[config.mk]
export PLATFORM = sky130hd
export DESIGN_NAME = isort_cell
export DESIGN_NICKNAME = d
export VERILOG_FILES = /design/src/hdl/isort_pkg.sv /design/src/hdl/isort_cell.sv
export SDC_FILE = /design/constraint.sdc
export NUM_CORES = 1
export LEC_CHECK = 0
export ABC_AREA = 1
export ABC_CLOCK_PERIOD_IN_PS = 3200
export BUFFER_PORTS_ARGS = -buffer_cell sky130_fd_sc_hd__buf_4
export CAP_MARGIN = 20
export CORE_MARGIN = 3
export CORE_UTILIZATION = 46
export CTS_BUF_LIST = sky130_fd_sc_hd__clkbuf_4
export DETAILED_ROUTE_END_ITERATION = 10
export PLACE_DENSITY_LB_ADDON = 0.2
export SKIP_CTS_REPAIR_TIMING = 1
export SLEW_MARGIN = 20
export SYNTH_ARGS = -nofsm -noshare
export SYNTH_HDL_FRONTEND = slang
export SYNTH_SLANG_ARGS = --single-unit
[constraint.sdc]
create_clock -name clk -period 3.2 [get_ports clk]
set_input_delay 0.48 -clock clk [delete_from_list [all_inputs] [get_ports clk]]
set_output_delay 0.48 -clock clk [all_outputs]
set_load 0.02 [all_outputs]
[src/hdl/isort_pkg.sv]
// isort_pkg: payload and control types for the insertion sorter.
// No dependencies; used by isort_cell and insertion_sorter.
package isort_pkg;

	typedef struct packed {
		logic signed [31:0] key;
		logic               last;
	} in_t;

	typedef struct packed {
		logic signed [31:0] sorted_key;
		logic               final_res;
		logic               dropped;
	} out_t;

	// per-cycle command broadcast to every cell
	typedef struct packed {
		logic ins;  // insert the new key
		logic shl;  // shift whole chain toward cell 0
	} cell_ctl_t;

endpackage

[src/hdl/isort_cell.sv]
// isort_cell: one slot of the sorting chain, holds a single key.
// Depends on isort_pkg.
module isort_cell #(
	parameter int KEY_WIDTH = 32,
	parameter int CNT_W     = 7,
	parameter int IDX       = 0
) (
	input  logic                        clk,
	input  isort_pkg::cell_ctl_t        ctl,
	input  logic [CNT_W-1:0]            cnt,
	input  logic signed [KEY_WIDTH-1:0] new_key,
	input  logic signed [KEY_WIDTH-1:0] left_key,
	input  logic                        left_gt,
	input  logic signed [KEY_WIDTH-1:0] right_key,
	output logic signed [KEY_WIDTH-1:0] key,
	output logic                        gt
);

	localparam logic [CNT_W-1:0] IDX_C = CNT_W'(IDX);

	logic signed [KEY_WIDTH-1:0] key_q;
	logic                        occ;

	assign occ = IDX_C < cnt;
	// strictly greater: equal keys stay ahead of the newcomer
	assign gt  = occ && (key_q > new_key);
	assign key = key_q;

	always_ff @(posedge clk) begin
		if (ctl.shl) begin
			key_q <= right_key;
		end else if (ctl.ins) begin
			if (left_gt) begin
				key_q <= left_key;
			end else if (gt || IDX_C == cnt) begin
				key_q <= new_key;
			end
		end
	end

endmodule
Word-level counts from Yosys, hierarchy flattened --
Index checks and enable logic that the tools add are counted. W data, S select, Z words.
Storage, ports and cells: bits in registers 32, latch bits 0, memory bits (writable) 0, memory bits (read-only) 0, word-level logic and storage cells 13, memories 0
Cells by class: $add $sub $neg 0, $mul 0, div/mod/pow operators 0, magnitude comparators 2, eq/ne operators 0, shift-type cells 0, muxes and demuxes 4, bitwise logic cells 0, reductions and logical operators 6
Operators with widths (number):
- $mux W32 | 4
- $gt A32 B32 Y1 | 1
- $logic_not A7 Y1 | 1
- $lt A1 B7 Y1 const A | 1
- $reduce_bool A3 Y1 | 1
- $reduce_and A2 Y1 | 1
- $reduce_bool A2 Y1 | 1
- $logic_and A1 B1 Y1 | 1
- $logic_or A1 B1 Y1 | 1

Logic depth before layout (Yosys ltp) --
Gate-level depths: netlist (run 1).
depth after elaboration 7, mapped depth 16, depth with buffers taken out 16

Worst setup path before layout (run 1) --
Ideal clock, no wire load.
path kind reg-to-reg, start point register key_q[31], in the netlist key[31], end point register key_q[0], in the netlist key[0] (enable), data arrival time 2.448 ns, data required time 2.800 ns, slack 0.352 ns, stages on the path, launching flop included 10, path through edfxtp_1 > ha_1 > a21oi_1 > o21a_1 > nand2_1 > a21oi_1 > nand2_1 > nand2_1 > nand3_2 > a21oi_2
Between the ends: cells in the longest elaborated chain, start to end 5
Ends and longest elaborated chain:
- from (decl) | line isort_cell.sv:21 | logic signed [KEY_WIDTH-1:0] key_q;
- from (signal assigned) | line isort_cell.sv:31 | key_q <= right_key;
- from (signal assigned) | line isort_cell.sv:34 | key_q <= left_key;
- from (signal assigned) | line isort_cell.sv:36 | key_q <= new_key;
- $gt A32 B32 Y1 | line isort_cell.sv:26 | assign gt = occ && (key_q > new_key);
- $logic_and A1 B1 Y1 | line isort_cell.sv:26
- $logic_or A1 B1 Y1 | line isort_cell.sv:35 | end else if (gt || IDX_C == cnt) begin
- $reduce_bool A3 Y1 (no source line)
- $reduce_and A2 Y1 (no source line)
Every way passes these cells. A chain may end at the register's enable or synchronous reset.

Worst setup path in the final report (run 1) --
start point register key_q[13], in the netlist key[13], end point output port gt
Between the ends: cells in the longest elaborated chain, start to end 2
Ends and longest elaborated chain:
- $gt A32 B32 Y1 | line isort_cell.sv:26
- $logic_and A1 B1 Y1 | line isort_cell.sv:26
- to (decl) | line isort_cell.sv:16 | output logic gt
Every way passes these cells.

==> impl_metrics.toml, run 1 <==
[clocking]
clock-sinks = 32
cts-htree-levels = 2
clk_latency_ps = 340
root_buffer = "clkbuf_4"
cts_buffer_depth = 2
cts_tree = "done"
clk_pin_slew_ps = 100
cts_buffers = 5

[critical_path]
reg2regPathDepth = 11
crit_top_cell = "nand2_1"
crit_required_ps = 2720
cp_num_buf_inv = 2
critPathLaunch = "key[13]"
crit_cells = 11
timing.rr.end = "key[4]"
slowest_stage = "edfxtp_1"
cp_max_fo = 2
worstPathArrival_ps = 2080
start_kind = "flip-flop"
worstSetupEndpoint = "gt"
worst-setup-path-type = "reg2out"
worstPathCellList = "ha_1 -> a21oi_1 -> o21ai_0 -> a21oi_1 -> nand2_1 -> nand2_1 -> nand2_1 -> nand2_1 -> nand3_2 -> inv_1 -> buf_4"
r2r_slack_ps = 920
cp-end-kind = "primary output"
worstReg2RegStart = "key[13]"
critPathTopFamily = "compound AO/OA/AOI/OAI gates"
critPathMaxStageDelay_ps = 410

[die]
fp.dieH_um = 80.53
die_x_um = 80.53
dieArea_mm2 = 0.006484
core_mm2 = 0.005238
initial_core_util = 0.4878
ios = 140
row_count = 26

[global_route]
grt.total_usage = 0.2100
first_global_vias = 2404
grt_pass1_wl_um = 10450
grt_max_degree = 62
antenna_found_initial = 0
grt_overflow = 0

[final_layout]
n_antenna_cell = 0
fillers = 431
area_growth_pct = 45.64
largest_reg_flops = 32
finalNetCount = 578
layout-drive-gt1-share = 0.3545
final_cells = 510

[yosys]
ys_seq_area_frac = 0.3761
yosysTopAreaCell = "edfxtp_1"
synthTopCellsByCount = "nand2_1 (71), inv_1 (44), edfxtp_1 (32), ha_1 (32), o21a_1 (31)"
yosys_warnings = 0
synth_edf_count = 32
synthCells = 303
synthArstFlopShare = 0
synth_area_leaders = "edfxtp_1 (38%), ha_1 (16%), nand2_1 (10%), o21a_1 (9.1%), o211ai_1 (8.5%)"
synth_cell_types = 23
syn_nets = 442
postSynthAreaPerCell_um2 = 8.432
synth_flop_cell = "edfxtp_1"
synth_most_common_cell = "nand2_1"
netlist_area_mm2 = 0.002555
yosysTopAreaCellShare = 0.3761
ys_ff_latch = 32

[power]
p_comb_frac = 0.394
power_uw = 1319
clockPowerShare = 0.185
p_int_uw = 880.0
p_seq_frac = 0.421
p_leak_uw = 0.001863
p_per_area_mw_per_mm2 = 354.4
swShare = 0.3327
power_switching_uw = 438.7
irDropWorstVdd_uv = 193.5

[timing]
max_freq_ghz = 0.3904
setup_viol = 0
rsz0062_at_grt = "false"
fin_setup_tns_ps = 0
slew_violations = 0
finClkSkew_ps = 7.208
fin_crit_ps = 2562
tightest_slew_ps = 943.6
maxSlewHeadroom = 0.3709
period_share = 0.8005
hold_viol = 0

[placed_design]
dp_hpwl_um = 5543
gp_congestion = 0.7687
port_buffers = 139
place_inst = 502

[routing]
ant_nets = 0
viasPerCell = 4.929
drtIter0Drc = 84
first_pass_iters = 4
avgRoutedWirePerCell_um = 13.45
drc_errors = 0
via_count = 2514
wl_um = 6861

[flow_run]
cap_violations = 0

[outcome]
outcome = "complete, no violations"

[worst_hold_path]
hp-class = "in2reg"
-- kinds of logic after synthesis --
| family | Yosys count | synth area share |
|---|---|---|
| buffers and inverters | 59 | 0.08766 |
| flip-flops | 32 | 0.3761 |
| AND/OR/NAND/NOR | 96 | 0.1538 |
| AO/OA/AOI/OAI | 84 | 0.2258 |
| adder cells (fa/ha/maj) | 32 | 0.1567 |
-- layout by cell type (no fill, tap or decap), drive strengths merged --
cell type,count
edfxtp,32
buf,142
nor3,2
ha,32
o21ai,2
clkbuf,7
and3,1
nand2,72
o211ai,29
a21o,1
inv,45
nand3,3
o21a,31
nor2,16
clkinv,2
nand4,2
a21oi,21
-- through the flow --
stage	worst slack, ps	hold WS [ps]	util	instance area (um2)
floorplan	351.7	666.1	-	2555
global placement	794.6	751.3	0.6997	3665
detailed placement	722.8	754.7	0.6997	3665
CTS	617.3	384.3	0.7105	3721
global route	451.1	377.3	0.7105	3721
finish	638.3	401.9	0.7105	3721
-- worst min-delay path by stage --
stage | from | end | slack, ps | cells after the start
4_1_cts | right_key[3] | key[3] | 380 | 2
6_report | right_key[12] | key[12] | 400 | 2
5_1_grt | right_key[18] | key[18] | 380 | 2
3_5_place_dp | right_key[21] | key[21] | 750 | 2
3_3_place_gp | right_key[3] | key[3] | 750 | 2
2_1_floorplan | right_key[10] | key[10] | 670 | 1
-- final cells by class --
type	instances	area (um2)	area share
Timing Repair Buffer	142	1066	0.2865
Clock inverter	1	3.754	0.001009
Tap cell	70	87.58	0.02354
Multi-Input combinational cell	212	1378	0.3702
Clock buffer	7	52.55	0.01412
Sequential cell	32	960.9	0.2582
Inverter	46	172.7	0.04640
-- metal layers --
metal / routed length [um] / share of wire / GRT usage / up-vias
li1: - / - / - / 1312
met1: 2723 / 0.40 / 0.2390 / 1098
met2: 3384 / 0.49 / 0.3750 / 95
met3: 675 / 0.098 / 0.06614 / 9
met4: 77 / 0.011 / 0.05912 / 0
met5: 0 / 0 / 0 / -
-- worst reg2reg max path, cell delays in order, from the launching register on --
cell and delay [ps]:
edfxtp_1 410, ha_1 320, a21oi_1 180, o21ai_0 90, a21oi_1 180, nand2_1 80
nand2_1 70, nand2_1 50, nand2_1 70, nand3_2 90, a21oi_4 130, buf_4 290
-- power by group through the flow --
stage	combinational (uW)	sequential, uW	clock [uW]
after floorplan	223	621	0
after CTS	526	555	253
final	519	555	245
after detailed placement	522	565	0
after global routing	577	561	270
after global placement	510	561	0
Note: power is estimated with default switching activity, not from simulation.
==> run 2: changes to the inputs <==
--- a/config.mk
+++ b/config.mk
@@ -6,11 +6,11 @@
 export NUM_CORES = 1
 export LEC_CHECK = 0
 export ABC_AREA = 1
-export ABC_CLOCK_PERIOD_IN_PS = 3200
+export ABC_CLOCK_PERIOD_IN_PS = 2250
 export BUFFER_PORTS_ARGS = -buffer_cell sky130_fd_sc_hd__buf_4
 export CAP_MARGIN = 20
 export CORE_MARGIN = 3
-export CORE_UTILIZATION = 46
+export CORE_UTILIZATION = 42
 export CTS_BUF_LIST = sky130_fd_sc_hd__clkbuf_4
 export DETAILED_ROUTE_END_ITERATION = 10
 export PLACE_DENSITY_LB_ADDON = 0.2
==> constraint.sdc (replaced) <==
create_clock -name clk -period 2.25 [get_ports clk]
set_input_delay 0.3375 -clock clk [delete_from_list [all_inputs] [get_ports clk]]
set_output_delay 0.3375 -clock clk [all_outputs]
set_load 0.02 [all_outputs]
==> run 2 against run 1 <==
Compared with the run above:
- clock skew grew 7.6 ps
- largest cell class unchanged
- flip-flop and latch count unchanged
- sequential power up 43%
- the run now ends with negative setup slack left
- power grew 49%
- first-iteration DRC count is 19% lower
- highest routed layer unchanged
- largest power group is now combinational logic
==> impl_metrics.toml, run 2 (synthesized netlist as in run 1, its figures left out) <==
[global_route]
antenna_found_initial = 0
grt_overflow = 0
first_global_vias = 2486
grt.met3_usage = 0.05923
top_usage_layer = "met2"
met1_usage = 0.2260
grt.total_usage = 0.1901
met2_usage = 0.3304
grt_max_degree = 35
grt_pass1_wl_um = 11020

[timing]
max_freq_ghz = 0.4307
maxSlewHeadroom = 0.6439
fin_setup_tns_ps = -1702
rsz0062_at_grt = "true"
tightest_slew_ps = 533.4
setup_viol = 33
period_share = 1.032
fin_crit_ps = 2322
whs_ps = 250.6
finClkSkew_ps = 14.76
hold_viol = 0
worst_slack_ps = -72.03
slew_violations = 0

[routing]
ant_nets = 0
viasPerCell = 5.004
wl_um = 7496
drc_errors = 0
drtIter0Drc = 68
avgRoutedWirePerCell_um = 14.31
first_pass_iters = 4
via_count = 2622

[clocking]
cts_buffers = 5
clk_latency_ps = 350
cts-htree-levels = 2
cts_tree = "done"
cts_buffer_depth = 2
clock-sinks = 32
clk_pin_slew_ps = 120
root_buffer = "clkbuf_4"

[power]
p_leak_uw = 0.001937
p_comb_frac = 0.429
p_seq_frac = 0.403
irDropWorstVdd_uv = 330.3
swShare = 0.3439
p_per_area_mw_per_mm2 = 500.1
power_uw = 1965
p_int_uw = 1289
clockPowerShare = 0.168
power_switching_uw = 675.9

[die]
die_x_um = 84.00
fp.dieH_um = 84.00
core_mm2 = 0.005709
initial_core_util = 0.4475
ios = 140
row_count = 27
dieArea_mm2 = 0.007055

[critical_path]
start_kind = "flip-flop"
crit_required_ps = 1910
r2r_slack_ps = -70
cp_max_fo = 2
worstPathArrival_ps = 1980
cp-end-kind = "primary output"
worst-setup-path-type = "reg2out"

[final_layout]
fillers = 454
final_common_cell = "buf_4"
finalNetCount = 590
area_growth_pct = 53.82
multiInputGateArea_mm2 = 0.001453
layout-drive-gt1-share = 0.4027
largest_reg_flops = 32
mostFrequentLayoutCells = "buf_4 (150), nand2_1 (70), inv_1 (42)"
seq_area_um2 = 960.9
n_antenna_cell = 0

[placed_design]
gp_congestion = 0.8462
port_buffers = 139
place_ws_ps = -8.434
dp_hpwl_um = 5589

[outcome]
outcome = "complete, but fails checks"
violations = "negative setup slack"

[worst_hold_path]
hp-class = "in2reg"

[flow_run]
cap_violations = 0
[run 2: changes by cell type in the layout (fill, tap and decap cells not counted), moves of 3 or more]
| cell | delta |
|---|---|
| buf_4 | +8 |
| a21oi_1 | -4 |
| a21oi_2 | +4 |
| ha_1 | -4 |
| ha_4 | +4 |
| nor2_1 | -3 |
| nor2_2 | +3 |
[run 2: routing by layer]
layer	up-vias	routed length [um]
met3	8	558
met4	0	62
met1	1185	3076
li1	1337	-
met2	92	3799
met5	-	0
[run 2: worst paths after layout]
| path | from | cells after the start | end |
|---|---|---|---|
| worst max-delay path | key[23] | 10 | gt |
| worst min-delay path | right_key[6] | 2 | key[6] |
| worst max register to register | key[23] | 11 | key[20] |
| worst min register to register | key[31] | 6 | key[29] |
[run 2: final cells by class]
type / instances / area share
inverters: 46 / 0.04394
clock buffers: 5 / 0.009551
well taps: 72 / 0.02292
repair buffers: 154 / 0.3060
multi-input cells: 212 / 0.3696
flip-flops and latches: 32 / 0.2445
clock inverters: 3 / 0.003502
[run 2: power groups by stage]
| stage | clock [uW] | sequential (uW) | combinational (uW) |
|---|---|---|---|
| after CTS | 338 | 789 | 770 |
| after global routing | 357 | 799 | 923 |
| after floorplan | 0 | 883 | 327 |
| final | 331 | 791 | 843 |
| after global placement | 0 | 799 | 746 |
| after detailed placement | 0 | 802 | 765 |
[run 2: worst max-delay path: stages, from the launching register on]
cell	delay, ps
edfxtp_1	420
ha_1	320
a21oi_1	150
o21a_1	150
nand2_2	60
a21oi_2	160
nand2_1	70
nand2_1	60
nand3_2	80
inv_2	60
buf_6	110
[run 2: stage by stage]
stage	utilization	std cells	instance area, um2
2_1_floorplan	-	303	2581
3_3_place_gp	0.6513	505	3719
3_5_place_dp	0.6513	505	3719
4_1_cts	0.6603	513	3770
5_1_grt	0.6884	524	3930
6_report	0.6884	524	3930
